==> src/rtl/ps2hid_pkg.sv <==
`timescale 1ns / 1ps

package ps2hid_pkg;

  localparam int unsigned KEY_SLOTS = 6;
  localparam int unsigned OUT_SLOTS = 6;
  localparam int unsigned SLOT_W    = (KEY_SLOTS > 1) ? $clog2(KEY_SLOTS) : 1;

  localparam logic [15:0] EXT_MASK   = 16'hE000;
  localparam logic [4:0]  MOD_PREFIX = 5'b11100;

  typedef struct packed {
    logic [15:0] event_code;
    logic        is_make;
  } in_t;

  typedef struct packed {
    logic [7:0] modifier_bits;
    logic [7:0] key_slot0;
    logic [7:0] key_slot1;
    logic [7:0] key_slot2;
    logic [7:0] key_slot3;
    logic [7:0] key_slot4;
    logic [7:0] key_slot5;
  } out_t;

  typedef struct packed {
    logic [7:0] usage;
    logic       is_mod;
    logic [2:0] mod_sel;
  } lookup_t;

  function automatic logic [7:0] main_usage(input logic [6:0] code);
    logic [7:0] u;
    case (code)
      7'h01: u = 8'h29; 7'h02: u = 8'h1E; 7'h03: u = 8'h1F; 7'h04: u = 8'h20;
      7'h05: u = 8'h21; 7'h06: u = 8'h22; 7'h07: u = 8'h23; 7'h08: u = 8'h24;
      7'h09: u = 8'h25; 7'h0A: u = 8'h26; 7'h0B: u = 8'h27; 7'h0C: u = 8'h2D;
      7'h0D: u = 8'h2E; 7'h0E: u = 8'h2A; 7'h0F: u = 8'h2B;
      7'h10: u = 8'h14; 7'h11: u = 8'h1A; 7'h12: u = 8'h08; 7'h13: u = 8'h15;
      7'h14: u = 8'h17; 7'h15: u = 8'h1C; 7'h16: u = 8'h18; 7'h17: u = 8'h0C;
      7'h18: u = 8'h12; 7'h19: u = 8'h13; 7'h1A: u = 8'h2F; 7'h1B: u = 8'h30;
      7'h1C: u = 8'h28; 7'h1D: u = 8'hE0; 7'h1E: u = 8'h04; 7'h1F: u = 8'h16;
      7'h20: u = 8'h07; 7'h21: u = 8'h09; 7'h22: u = 8'h0A; 7'h23: u = 8'h0B;
      7'h24: u = 8'h0D; 7'h25: u = 8'h0E; 7'h26: u = 8'h0F; 7'h27: u = 8'h33;
      7'h28: u = 8'h34; 7'h29: u = 8'h35; 7'h2A: u = 8'hE1; 7'h2B: u = 8'h31;
      7'h2C: u = 8'h1D; 7'h2D: u = 8'h1B; 7'h2E: u = 8'h06; 7'h2F: u = 8'h19;
      7'h30: u = 8'h05; 7'h31: u = 8'h11; 7'h32: u = 8'h10; 7'h33: u = 8'h36;
      7'h34: u = 8'h37; 7'h35: u = 8'h38; 7'h36: u = 8'hE5; 7'h37: u = 8'h55;
      7'h38: u = 8'hE2; 7'h39: u = 8'h2C; 7'h3A: u = 8'h39; 7'h3B: u = 8'h3A;
      7'h3C: u = 8'h3B; 7'h3D: u = 8'h3C; 7'h3E: u = 8'h3D; 7'h3F: u = 8'h3E;
      7'h40: u = 8'h3F; 7'h41: u = 8'h40; 7'h42: u = 8'h41; 7'h43: u = 8'h42;
      7'h44: u = 8'h43; 7'h45: u = 8'h53; 7'h46: u = 8'h47; 7'h47: u = 8'h5F;
      7'h48: u = 8'h60; 7'h49: u = 8'h61; 7'h4A: u = 8'h56; 7'h4B: u = 8'h5C;
      7'h4C: u = 8'h5D; 7'h4D: u = 8'h5E; 7'h4E: u = 8'h57; 7'h4F: u = 8'h59;
      7'h50: u = 8'h5A; 7'h51: u = 8'h5B; 7'h52: u = 8'h62; 7'h53: u = 8'h63;
      7'h57: u = 8'h44; 7'h58: u = 8'h45;
      default: u = 8'h00;
    endcase
    return u;
  endfunction

  function automatic logic [7:0] ext_usage(input logic [6:0] code);
    logic [7:0] u;
    case (code)
      7'h1C: u = 8'h58; 7'h1D: u = 8'hE4; 7'h35: u = 8'h54; 7'h38: u = 8'hE6;
      7'h47: u = 8'h4A; 7'h48: u = 8'h52; 7'h49: u = 8'h4B; 7'h4B: u = 8'h50;
      7'h4D: u = 8'h4F; 7'h4F: u = 8'h4D; 7'h50: u = 8'h51; 7'h51: u = 8'h4E;
      7'h52: u = 8'h49; 7'h53: u = 8'h4C;
      default: u = 8'h00;
    endcase
    return u;
  endfunction

endpackage

==> src/rtl/ps2_to_hid_keyboard_report.sv <==
`timescale 1ns / 1ps

// Converts PS/2 set-1 key events into USB HID boot keyboard reports. An event
// is taken when start_i is high while busy_o is low; busy_o then stays high
// until the event is fully handled. A report, if the event changed the held
// modifiers or key list, appears on result_o for exactly one cycle with
// result_valid_o high; the receiver cannot stall it and must take it then.
// Unmapped codes and events that change nothing give no report. One 8-bit
// equality comparator is shared by a small sequencer that walks the key
// slots one per cycle: after the table lookup, the key-list search and, for
// a release, the shift down run over the slots (a modifier event skips
// them), then the modifiers and slots are compared against and copied into
// the last sent report, and a final state presents the report. An unmapped
// code ends the event right after the lookup. A new event can be taken as
// soon as busy_o is low.

module ps2_to_hid_keyboard_report (
  input  logic               clk_i,
  input  logic               rst_ni,
  input  logic               start_i,
  input  ps2hid_pkg::in_t    cmd_i,
  output logic               busy_o,
  output logic               result_valid_o,
  output ps2hid_pkg::out_t   result_o
);
  import ps2hid_pkg::*;

  typedef enum logic [5:0] {
    S_IDLE  = 6'b000001,
    S_LOOK  = 6'b000010,
    S_SCAN  = 6'b000100,
    S_SHIFT = 6'b001000,
    S_CMP   = 6'b010000,
    S_EMIT  = 6'b100000
  } state_e;

  localparam logic [SLOT_W-1:0] LAST_SLOT = SLOT_W'(KEY_SLOTS - 1);

  state_e            state_q, state_d;
  logic [SLOT_W-1:0] idx_q, idx_d;
  lookup_t           lookup, lkp_q;
  logic              make_q;
  logic              diff_q, diff_d;
  logic [7:0]        held_mod_q, held_mod_d;
  logic [7:0]        sent_mod_q, sent_mod_d;
  logic [7:0]        held_q [KEY_SLOTS];
  logic [7:0]        sent_q [KEY_SLOTS];

  logic              accept;
  logic              last;
  logic [SLOT_W-1:0] rd_idx;
  logic [7:0]        rd_data;
  logic [7:0]        cmp_b;
  logic              eq;
  logic              held_we;
  logic [7:0]        held_wdata;
  logic              sent_we;
  logic [7:0]        out_keys [OUT_SLOTS];

  ps2hid_lookup u_lookup (
    .event_code_i (cmd_i.event_code),
    .lookup_o     (lookup)
  );

  assign accept = start_i && !busy_o;
  assign last   = (idx_q == LAST_SLOT);

  // shared slot read port and comparator
  assign rd_idx  = (state_q == S_SHIFT && !last) ? SLOT_W'(idx_q + 1'b1) : idx_q;
  assign rd_data = held_q[rd_idx];
  assign cmp_b   = (state_q == S_SCAN) ? lkp_q.usage : sent_q[idx_q];
  assign eq      = (rd_data == cmp_b);

  always_comb begin
    state_d    = state_q;
    idx_d      = idx_q;
    diff_d     = diff_q;
    held_mod_d = held_mod_q;
    sent_mod_d = sent_mod_q;
    held_we    = 1'b0;
    held_wdata = rd_data;
    sent_we    = 1'b0;
    unique case (state_q)
      S_IDLE: begin
        if (accept) state_d = S_LOOK;
      end
      S_LOOK: begin
        idx_d = '0;
        if (lkp_q.usage == 8'h00) begin
          state_d = S_IDLE;
        end else if (lkp_q.is_mod) begin
          if (make_q) held_mod_d = held_mod_q | (8'h01 << lkp_q.mod_sel);
          else        held_mod_d = held_mod_q & ~(8'h01 << lkp_q.mod_sel);
          state_d = S_CMP;
        end else begin
          state_d = S_SCAN;
        end
      end
      S_SCAN: begin
        if (eq) begin
          if (make_q) begin
            idx_d   = '0;
            state_d = S_CMP;
          end else begin
            state_d = S_SHIFT;
          end
        end else if (rd_data == 8'h00) begin
          // list is packed: first empty slot ends the search
          if (make_q) begin
            held_we    = 1'b1;
            held_wdata = lkp_q.usage;
          end
          idx_d   = '0;
          state_d = S_CMP;
        end else if (last) begin
          idx_d   = '0;
          state_d = S_CMP;
        end else begin
          idx_d = SLOT_W'(idx_q + 1'b1);
        end
      end
      S_SHIFT: begin
        held_we = 1'b1;
        if (last) begin
          held_wdata = 8'h00;
          idx_d      = '0;
          state_d    = S_CMP;
        end else begin
          held_wdata = rd_data;
          idx_d      = SLOT_W'(idx_q + 1'b1);
        end
      end
      S_CMP: begin
        sent_we = 1'b1;
        if (idx_q == '0) begin
          diff_d     = !eq || (held_mod_q != sent_mod_q);
          sent_mod_d = held_mod_q;
        end else begin
          diff_d = diff_q || !eq;
        end
        if (last) state_d = S_EMIT;
        else      idx_d   = SLOT_W'(idx_q + 1'b1);
      end
      S_EMIT: begin
        state_d = S_IDLE;
      end
      default: begin
        state_d = S_IDLE;
      end
    endcase
  end

  always_ff @(posedge clk_i or negedge rst_ni) begin
    if (!rst_ni) begin
      state_q    <= S_IDLE;
      idx_q      <= '0;
      diff_q     <= 1'b0;
      held_mod_q <= 8'h00;
      sent_mod_q <= 8'h00;
      for (int i = 0; i < KEY_SLOTS; i++) begin
        held_q[i] <= 8'h00;
        sent_q[i] <= 8'h00;
      end
    end else begin
      state_q    <= state_d;
      idx_q      <= idx_d;
      diff_q     <= diff_d;
      held_mod_q <= held_mod_d;
      sent_mod_q <= sent_mod_d;
      if (held_we) held_q[idx_q] <= held_wdata;
      if (sent_we) sent_q[idx_q] <= rd_data;
    end
  end

  always_ff @(posedge clk_i) begin
    if (accept) begin
      lkp_q  <= lookup;
      make_q <= cmd_i.is_make;
    end
  end

  always_comb begin
    for (int k = 0; k < OUT_SLOTS; k++) out_keys[k] = 8'h00;
    for (int k = 0; k < OUT_SLOTS && k < KEY_SLOTS; k++) out_keys[k] = sent_q[k];
  end

  assign busy_o         = (state_q != S_IDLE);
  assign result_valid_o = (state_q == S_EMIT) && diff_q;

  assign result_o.modifier_bits = sent_mod_q;
  assign result_o.key_slot0     = out_keys[0];
  assign result_o.key_slot1     = out_keys[1];
  assign result_o.key_slot2     = out_keys[2];
  assign result_o.key_slot3     = out_keys[3];
  assign result_o.key_slot4     = out_keys[4];
  assign result_o.key_slot5     = out_keys[5];

  a_strobe_single: assert property (@(posedge clk_i) disable iff (!rst_ni)
    result_valid_o |=> !result_valid_o)
    else $error("result strobe longer than one cycle");

  a_accept_busy: assert property (@(posedge clk_i) disable iff (!rst_ni)
    (start_i && !busy_o) |=> busy_o)
    else $error("busy not raised after transfer");

  a_report_mods: assert property (@(posedge clk_i) disable iff (!rst_ni)
    result_valid_o |-> (result_o.modifier_bits == held_mod_q))
    else $error("reported modifiers differ from held modifiers");

  a_report_busy: assert property (@(posedge clk_i) disable iff (!rst_ni)
    result_valid_o |-> (busy_o && $past(state_q) == S_CMP))
    else $error("report outside of event handling");

endmodule

==> src/rtl/ps2hid_lookup.sv <==
`timescale 1ns / 1ps

module ps2hid_lookup (
  input  logic [15:0]          event_code_i,
  output ps2hid_pkg::lookup_t  lookup_o
);
  import ps2hid_pkg::*;

  logic       ext;
  logic [7:0] usage;

  assign ext   = |(event_code_i & EXT_MASK);
  assign usage = ext ? ext_usage(event_code_i[6:0]) : main_usage(event_code_i[6:0]);

  assign lookup_o.usage   = usage;
  assign lookup_o.is_mod  = (usage[7:3] == MOD_PREFIX);
  assign lookup_o.mod_sel = usage[2:0];

endmodule
==> config.mk <==
export PLATFORM = sky130hd
export DESIGN_NAME = ps2_to_hid_keyboard_report
export DESIGN_NICKNAME = d
export VERILOG_FILES = /design/src/rtl/ps2hid_pkg.sv /design/src/rtl/ps2_to_hid_keyboard_report.sv /design/src/rtl/ps2hid_lookup.sv
export SDC_FILE = /design/constraint.sdc
export NUM_CORES = 1
export LEC_CHECK = 0
export BUFFER_PORTS_ARGS = -buffer_cell sky130_fd_sc_hd__buf_2
export CORE_MARGIN = 1.5
export CORE_UTILIZATION = 35
export DETAILED_ROUTE_END_ITERATION = 7
export PLACE_DENSITY = 0.61
export SETUP_SLACK_MARGIN = 0.3
export SYNTH_ARGS = -nofsm -noshare
export SYNTH_HDL_FRONTEND = slang
export SYNTH_SLANG_ARGS = --single-unit
==> constraint.sdc <==
create_clock -name clk_i -period 5.2 [get_ports clk_i]
set_input_delay 1.04 -clock clk_i [delete_from_list [all_inputs] [get_ports clk_i]]
set_output_delay 1.04 -clock clk_i [all_outputs]
set_load 0.005 [all_outputs]
# After elaboration in Yosys (flattened, before gate mapping)
# Memory sizes are Yosys's and may differ from the RTL's.
# Index checks and enable logic that the tools add are counted.
# totals
rom_bits	1024
reg_bits	135
elab_cells	121
out_inout_bits	58
memories	1
# classes
reduce_logical	18
bitwise_logic	6
n_eq_ne	29
shifts	1
n_mux	41
order_cmp	3
add_sub_neg	1
# mem_list
memory	words	width	read_ports	rd_ports_with_merged_regs	write_ports	line_no	rtl
(no name shown)	128	8	1	0	0	ps2hid_pkg.sv:35	case (code)
# op_table
op	n
$pmux W8 S14	1
$bwmux W48	2
$mux W8	12
$eq A7 B7 Y1 const B	10
$bmux W8 S3	2
$mux W6	5
$pmux W6 S5	1
$demux W8 S3	1
$mux W3	6
$logic_not A8 Y1	2
$pmux W8 S2	1
$mux W5	3
$eq A7 B5 Y1 const B	2
$eq A7 B6 Y1 const B	2
$pmux W3 S4	1
$and A8 B8 Y8	1
$eq A8 B8 Y1	1
$ge A4 B4 Y1 const B	2
$ne A8 B8 Y1	1
$not A3 Y4	2
$not A8 Y8	1
$or A8 B8 Y8	1
$shl A1 B3 Y8 const A	1
$eq A6 B1 Y1 const B	1
23 further kinds	37

# Longest topological paths before layout
# Gate-level depths: netlist (run 1).
# depth
depth_word	13
mapped_depth	16
mapped_depth_nobuf	11

# Hierarchy
# A second synthesis (run 1) with hierarchy kept.
# unflattened
hier_cells	919
hier_area_um2	8719.6
# modules_own_cells
module	cells_each	area_each_um2	instances
ps2_to_hid_keyboard_report	691	7204.4	1
ps2hid_lookup	228	1515.2	1

# Worst setup path before layout (run 1)
# Ideal clock, no wire load.
# synth_path
kind	reg2reg
start	register idx_q[0]
end	register held_q[18] (netlist bit)
stages_incl_launch_ff	16
required_ns	5.075
arrival_ns	4.521
slack_ns	0.554
setup_ns	0.125
path_cell_list	dfrtp_1 clkbuf_8 buf_2 inv_1 clkbuf_8 ha_1 buf_6 mux4_2 or4_1 or4_1 a211oi_2 o32ai_1 or3_4 a31oi_4 o211ai_4 mux2_4
# synth_via
elab_chain_cells	13
elab_cells_between_ends	30
classes_between	add/sub: 1; order compare: 2; eq/ne: 2; mux: 19; bitwise: 2; reduce/logical: 4
# synth_rtl
element	line_no	rtl
from (decl)	ps2_to_hid_keyboard_report.sv:40	logic [SLOT_W-1:0] idx_q, idx_d;
from (signal assigned)	ps2_to_hid_keyboard_report.sv:166	idx_q <= idx_d;
branches (longest 13 deep; another with $add A3 B1 Y3)	--	
to (signal, indexed assignment)	ps2_to_hid_keyboard_report.sv:170	if (held_we) held_q[idx_q] <= held_wdata;
to (decl)	ps2_to_hid_keyboard_report.sv:46	logic [7:0] held_q [KEY_SLOTS];
# Parallel ways; which one is timed is not known. The select of a mux whose other input is x is not followed.
# A chain may end at the register's enable or synchronous reset.

# Worst setup path after layout (run 1)
# Same ends and word-level chain as after synthesis.

==> flow_metrics.env, run 1 <==
export IMPL_r2r_slack_ns=0.67
export IMPL_timing_setup_tns_ns=0
export IMPL_worst_slew_pin_tran_ns=1.14
export IMPL_rr_startpoint="idx_q[0]$_DFFE_PN0P_"
export IMPL_finish_utilization_pct=40.2
export IMPL_min_path_cells=2
export IMPL_sequential_cell_area_um2=3360
export IMPL_cts_root_buf="sky130_fd_sc_hd__clkbuf_16"
export IMPL_hold_buffers=0
export IMPL_power_leakage_nw=4.26
export IMPL_drt_vias_per_instance=5.69
export IMPL_first_pass_grt_wire_length_mm=39.3
export IMPL_initial_core_util_pct=35.6
export IMPL_via_count_of_the_first_global_routing_pass=6896
export IMPL_total_power_mw=3.04
export IMPL_final_max_slew_viol_count=0
export IMPL_finish_net_count=946
export IMPL_post_route_cells_drive_above_1_share_pct=26.3
export IMPL_number_of_antenna_violations_at_the_first_check_in_global_routing=0
export IMPL_clock_path_buffers=2
export IMPL_worst_skew_pair_late_latency_ns=0.43
export IMPL_post_route_period_util_pct=87.1
export IMPL_status="finished, final reports clean"
export IMPL_groute_usage_overall_pct=19.3
export IMPL_post_synthesis_sequential_element_count=132
export IMPL_synth_area_per_cell_um2=9.90
export IMPL_placementRows=57
export IMPL_number_of_inserted_diodes=0
export IMPL_worst_r2r_endpoint="held_q[18]$_DFFE_PN0P_"
export IMPL_yosys_most_used_dff="sky130_fd_sc_hd__dfrtp_1"
export IMPL_max_cap_viol_count=0
export IMPL_hold_path_end="result_o[20]$_DFFE_PN0P_"
export IMPL_cts_repair_resize_count=0
export IMPL_layout_cells_most_common="sky130_fd_sc_hd__dfrtp_1"
export IMPL_gpl_final_weighted_congestion=0.927
export IMPL_synth_enable_flop_cells=10
export IMPL_die_height_um=160
export IMPL_cts_setup_buffers=0
export IMPL_hold_violations=0
export IMPL_synthesis_yosys_warnings=0
export IMPL_setup_ws_post_layout_ns=0.673
export IMPL_die_x_um=160
export IMPL_timing_hold_worst_class="reg2reg"
export IMPL_worst_hold_start="result_o[20]$_DFFE_PN0P_"
export IMPL_synth_async_reset_ratio_pct=92.4
export IMPL_boundaryPins=78
export IMPL_crit_fanout=40
export IMPL_yosys_cell_types_count=81
export IMPL_port_buffers=71
export IMPL_clk_pin_slew_worst_paths_ns=0.07
export IMPL_routedWlPerCell_um=19.3
export IMPL_fillcell_total=2424
export IMPL_area_of_the_core_region_um2=24200
export IMPL_mappedNetlistNets=906
export IMPL_hold_slack_ns=0.513
export IMPL_path_class="reg2reg"
export IMPL_half_perimeter_wire_length_after_detailed_placement_mm=17.3
export IMPL_drc=0
export IMPL_cp_data_arrival_time_ns=4.84
export IMPL_dp_cells=1218
export IMPL_rsz0062_at_grt="false"
export IMPL_grt_overflow_total=0
export IMPL_finish_cell_count_without_fillers=1250
export IMPL_maximum_number_of_pins_on_one_net_before_global_route_repair=68
export IMPL_ant_nets=0
export IMPL_layout_common_cells="120 x sky130_fd_sc_hd__dfrtp_1, 84 x sky130_fd_sc_hd__nand2_1, 75 x sky130_fd_sc_hd__mux2_2"
export IMPL_skew_ns=0.0118
export IMPL_final_area_um2=9740
export IMPL_syn_to_final_growth_pct=12.8
export IMPL_multi_input_area_um2=4890
export IMPL_maxClockFrequency_mhz=221
export IMPL_synth_yosys_seq_area_share_pct=38.8
export IMPL_cts_max_level=4
export IMPL_die_area_um2=25600
export IMPL_pwr_density_cell_nw_per_um2=312
export IMPL_total_placed_instance_area_um2=9180
export IMPL_cts_num_sinks=132
export IMPL_clock_tree_from_tritoncts="built"
export IMPL_drt_pass1_iter_count=5
export IMPL_finalCriticalPeriod_ns=4.53
export IMPL_cp_data_required_time_ns=5.51
export IMPL_pre_cts_ws_ns=0.716
export IMPL_post_synth_inst_count=873
export IMPL_initialDrtViolationCount=616
export IMPL_routed_wirelength_mm=24.1
export IMPL_crit_path_end_kind="flop"
export IMPL_vias=7114
export IMPL_worst_setup_path_start_kind="flop"
export IMPL_worst_slew_margin_rel_pct=23.3
export IMPL_finalSetupViolCount=0
export IMPL_launching_instance_or_port_of_the_critical_path="idx_q[0]$_DFFE_PN0P_"
export IMPL_timing_reg2reg_worst_path_depth=10
export IMPL_cts_buffers_inserted=17
export IMPL_synthesis_area_um2=8640
export IMPL_max_vdd_ir_drop_mv=0.234
## per-layer routing
metal	routed length [um]	track usage, %	up-vias
met5	0	0	-
met4	447	5.40	0
met3	1150	3.40	32
met2	11200	30.5	209
met1	11300	27.0	3537
li1	-	-	3336
## power breakdown
part	switching, mW	internal (mW)
Combinational	0.392	0.267
Clock	0.489	0.648
Sequential	0.108	1.14
Total	0.990	2.05
## critical path, cell delays in order (launching register included)
cell,delay [ns]
sky130_fd_sc_hd__dfrtp_2,0.46
sky130_fd_sc_hd__buf_4,0.45
sky130_fd_sc_hd__mux4_1,0.66
sky130_fd_sc_hd__or4_1,0.50
sky130_fd_sc_hd__or4_1,0.42
sky130_fd_sc_hd__a211oi_2,0.24
sky130_fd_sc_hd__o32ai_1,0.17
sky130_fd_sc_hd__or3_4,0.42
sky130_fd_sc_hd__a31oi_4,0.46
sky130_fd_sc_hd__o211ai_4,0.25
sky130_fd_sc_hd__mux2_4,0.36
## synth_stat cells, types with 6 or more instances
library cell | instances | area share (%)
sky130_fd_sc_hd__a211oi_1 | 8 | 0.70
sky130_fd_sc_hd__buf_1 | 12 | 0.52
sky130_fd_sc_hd__dfrtp_1 | 121 | 35
sky130_fd_sc_hd__a2111oi_0 | 6 | 0.61
sky130_fd_sc_hd__buf_2 | 11 | 0.64
sky130_fd_sc_hd__a31oi_1 | 13 | 0.94
sky130_fd_sc_hd__a21oi_1 | 64 | 3.7
sky130_fd_sc_hd__mux2i_1 | 20 | 2.3
sky130_fd_sc_hd__nor2b_1 | 7 | 0.51
sky130_fd_sc_hd__clkbuf_1 | 29 | 1.3
sky130_fd_sc_hd__nor3b_1 | 6 | 0.52
sky130_fd_sc_hd__mux4_2 | 12 | 3.1
sky130_fd_sc_hd__nand2_1 | 84 | 3.6
sky130_fd_sc_hd__nor2_1 | 74 | 3.2
sky130_fd_sc_hd__o211ai_4 | 6 | 1.5
sky130_fd_sc_hd__and2_1 | 6 | 0.43
sky130_fd_sc_hd__nor4_1 | 10 | 0.72
sky130_fd_sc_hd__xnor2_1 | 10 | 1.0
sky130_fd_sc_hd__mux2_4 | 6 | 1.0
sky130_fd_sc_hd__ha_1 | 13 | 1.9
sky130_fd_sc_hd__inv_1 | 16 | 0.70
sky130_fd_sc_hd__edfxtp_1 | 10 | 3.5
sky130_fd_sc_hd__o22ai_1 | 9 | 0.65
sky130_fd_sc_hd__nand2b_1 | 15 | 1.1
sky130_fd_sc_hd__o21ai_0 | 58 | 3.4
sky130_fd_sc_hd__clkbuf_8 | 6 | 0.96
sky130_fd_sc_hd__mux2_2 | 75 | 9.8
sky130_fd_sc_hd__nor3_1 | 23 | 1.3
sky130_fd_sc_hd__mux4_1 | 8 | 2.4
sky130_fd_sc_hd__nand3_1 | 25 | 1.4
## flip-flops by register name, summed over array words and instances, names as in the netlist, named ones only
| name | flops |
|---|---|
| held_q | 48 |
| state_q | 6 |
| diff_q | 1 |
| make_q | 1 |
| result_o | 48 |
| idx_q | 3 |
| sent_mod_q | 8 |
| lkp_q | 9 |
## final cells by class
class                      instances  share of cell area (%)
multi-input combinational        662                    50.2
sequential                       132                    34.4
timing repair buffer              84                    4.80
clock buffer                      19                    4.65
tap                              324                    4.16
clock inverter                    13                    1.13
inverter                          16                   0.616
## worst max path at each step
stage	slack (ns)	depth (start not counted)	end
2_1_floorplan	0.55	15	held_q[18]$_DFFE_PN0P_
3_3_place_gp	0.76	9	held_q[25]$_DFFE_PN0P_
3_5_place_dp	0.72	10	held_q[30]$_DFFE_PN0P_
4_1_cts	0.70	9	held_q[25]$_DFFE_PN0P_
5_1_grt	0.42	11	held_q[24]$_DFFE_PN0P_
6_report	0.67	10	held_q[18]$_DFFE_PN0P_
## logic make-up after synthesis
kind of cell | synth area share [%]
buffers and inverters | 4.68
DFF | 38.8
muxes | 19.0
adders and majority gates | 1.88
and+or+nand+nor | 16.7
xor gates and xnor gates | 1.12
AOI/OAI and AO/OA | 17.8
Note: power is estimated with default switching activity, not from simulation.
==> inputs of run 2 (changes only) <==
--- a/config.mk
+++ b/config.mk
@@ -6,6 +6,7 @@
 export NUM_CORES = 1
 export LEC_CHECK = 0
 export BUFFER_PORTS_ARGS = -buffer_cell sky130_fd_sc_hd__buf_2
+export CORE_ASPECT_RATIO = 0.6
 export CORE_MARGIN = 1.5
 export CORE_UTILIZATION = 35
 export DETAILED_ROUTE_END_ITERATION = 7
==> flow_metrics.env, run 2 (synthesis gave the netlist of run 1 again) <==
export IMPL_status="finished, final reports clean"
export IMPL_clock_path_buffers=2
export IMPL_total_power_mw=3.15
export IMPL_timing_critical_path_to="held_q[27]$_DFFE_PN0P_"
export IMPL_rr_startpoint="idx_q[0]$_DFFE_PN0P_"
export IMPL_timing_setup_tns_ns=0
export IMPL_cts_root_buf="sky130_fd_sc_hd__clkbuf_16"
export IMPL_rsz0062_at_grt="false"
export IMPL_maximum_number_of_pins_on_one_net_before_global_route_repair=66
export IMPL_cts_buffers_inserted=17
export IMPL_routedWlPerCell_um=20.8
export IMPL_finish_net_count=947
export IMPL_path_class="reg2reg"
export IMPL_groute_usage_overall_pct=20.7
export IMPL_crit_slowest_cell="sky130_fd_sc_hd__a2111oi_2"
export IMPL_skew_ns=0.00905
export IMPL_post_route_cells_drive_above_1_share_pct=26.3
export IMPL_layout_common_cells="120 x sky130_fd_sc_hd__dfrtp_1, 84 x sky130_fd_sc_hd__nand2_1, 75 x sky130_fd_sc_hd__mux2_2"
export IMPL_max_vdd_ir_drop_mv=0.255
export IMPL_maxClockFrequency_mhz=216
export IMPL_cp_data_arrival_time_ns=4.96
export IMPL_gpl_final_weighted_congestion=0.926
export IMPL_die_x_um=206
export IMPL_final_max_slew_viol_count=0
export IMPL_clk_pin_slew_worst_paths_ns=0.06
export IMPL_die_area_um2=25700
export IMPL_placementRows=44
export IMPL_vias=7363
export IMPL_boundaryPins=78
export IMPL_pwr_density_cell_nw_per_um2=323
export IMPL_post_route_period_util_pct=89.2
export IMPL_timing_reg2reg_worst_path_depth=11
export IMPL_cp_data_required_time_ns=5.52
export IMPL_timing_hold_worst_class="reg2reg"
export IMPL_crit_fanout=12
export IMPL_hold_buffers=0
export IMPL_cts_max_level=4
export IMPL_critical_path_max_stage_delay_ns=0.63
export IMPL_hold_violations=0
export IMPL_layout_cells_most_common="sky130_fd_sc_hd__dfrtp_1"
export IMPL_routed_wirelength_mm=26.0
export IMPL_drt_pass1_iter_count=5
export IMPL_crit_path_cell_trace="inv_1 -> ha_1 -> buf_4 -> mux4_4 -> a22oi_1 -> nand3_1 -> xnor2_1 -> a2111oi_2 -> a31oi_4 -> o211ai_4 -> mux2_2"
export IMPL_ant_nets=0
export IMPL_grt_overflow_total=0
export IMPL_area_of_the_core_region_um2=24200
export IMPL_port_buffers=71
export IMPL_initial_core_util_pct=35.7
export IMPL_worst_path_stages=11
export IMPL_initialDrtViolationCount=954
export IMPL_drc=0
export IMPL_crit_path_end_kind="flop"
export IMPL_worst_setup_path_start_kind="flop"
export IMPL_timing_critical_path_max_delay_family="compound AO/OA/AOI/OAI gates"
export IMPL_die_height_um=125
export IMPL_cts_repair_resize_count=0
export IMPL_finish_utilization_pct=40.4
export IMPL_critPathBufInv=2
export IMPL_worst_slew_pin_tran_ns=1.08
export IMPL_first_pass_grt_wire_length_mm=40.5
export IMPL_drt_vias_per_instance=5.90
export IMPL_worst_r2r_endpoint="held_q[27]$_DFFE_PN0P_"
export IMPL_max_cap_viol_count=0
export IMPL_number_of_antenna_violations_at_the_first_check_in_global_routing=0
export IMPL_power_leakage_nw=4.27
export IMPL_total_placed_instance_area_um2=9190
export IMPL_number_of_inserted_diodes=0
export IMPL_finish_cell_count_without_fillers=1249
export IMPL_launching_instance_or_port_of_the_critical_path="idx_q[0]$_DFFE_PN0P_"
export IMPL_cts_setup_buffers=0
export IMPL_worst_skew_pair_late_latency_ns=0.44
export IMPL_dp_cells=1217
export IMPL_cts_num_sinks=132
export IMPL_finalSetupViolCount=0
export IMPL_clock_tree_from_tritoncts="built"
export IMPL_via_count_of_the_first_global_routing_pass=6725
export IMPL_final_area_um2=9780
export IMPL_worst_slew_margin_rel_pct=27.4
export IMPL_half_perimeter_wire_length_after_detailed_placement_mm=19.0
export IMPL_finalCriticalPeriod_ns=4.64
export IMPL_worst_hold_start="result_o[23]$_DFFE_PN0P_"
export IMPL_r2r_slack_ns=0.56
export IMPL_syn_to_final_growth_pct=13.2
==> run 2: power by group <==
group	leakage [nW]	switching, mW	internal, mW
clock	0.281	0.482	0.749
sequential	1.78	0.119	1.14
combinational	2.20	0.401	0.263
==> run 2: layout make-up <==
| type | instances | area (um^2) |
|---|---|---|
| clock buffer | 18 | 429 |
| clock inverter | 14 | 163 |
| fill | 2407 | 14400 |
| inverter | 16 | 60.1 |
| multi-input combinational | 662 | 4890 |
| sequential | 132 | 3360 |
| tap | 322 | 403 |
| timing repair buffer | 85 | 475 |
==> run 2: worst min-delay path by stage <==
| stage | endpoint | slack (ns) | cells past startpoint |
|---|---|---|---|
| global route | result_o[23]$_DFFE_PN0P_ | 0.53 | 2 |
| detailed placement | result_o[23]$_DFFE_PN0P_ | 0.49 | 2 |
| global placement | result_o[23]$_DFFE_PN0P_ | 0.49 | 2 |
| finish | result_o[23]$_DFFE_PN0P_ | 0.51 | 2 |
| CTS | result_o[23]$_DFFE_PN0P_ | 0.50 | 2 |
| floorplan | flop | 0.48 | 2 |
==> run 2: through the flow <==
step                      hold WS, ns  setup WS, ns
after global placement          0.487         0.688
after floorplan                 0.483         0.554
after CTS                       0.504         0.597
after detailed placement        0.491         0.629
final                           0.511         0.564
after global routing            0.532         0.309
==> run 2: routing by layer <==
layer	global-route usage [%]	wire [um]	part of all wire, %
met1	33.7	13100	51
met2	24.6	9640	37
met3	7.69	2970	11
met4	4.73	229	0.88
met5	0	0	0
==> run 2: worst register-to-register path: cells and delay by family (launching register included) <==
| kind | cells | cell delay [ns] |
|---|---|---|
| compound gates | 4 | 1.70 |
| flops | 1 | 0.57 |
| simple gates | 1 | 0.37 |
| fa+ha+maj | 1 | 0.36 |
| mux | 2 | 0.90 |
| buf+inv | 2 | 0.33 |
| xor+xnor | 1 | 0.28 |
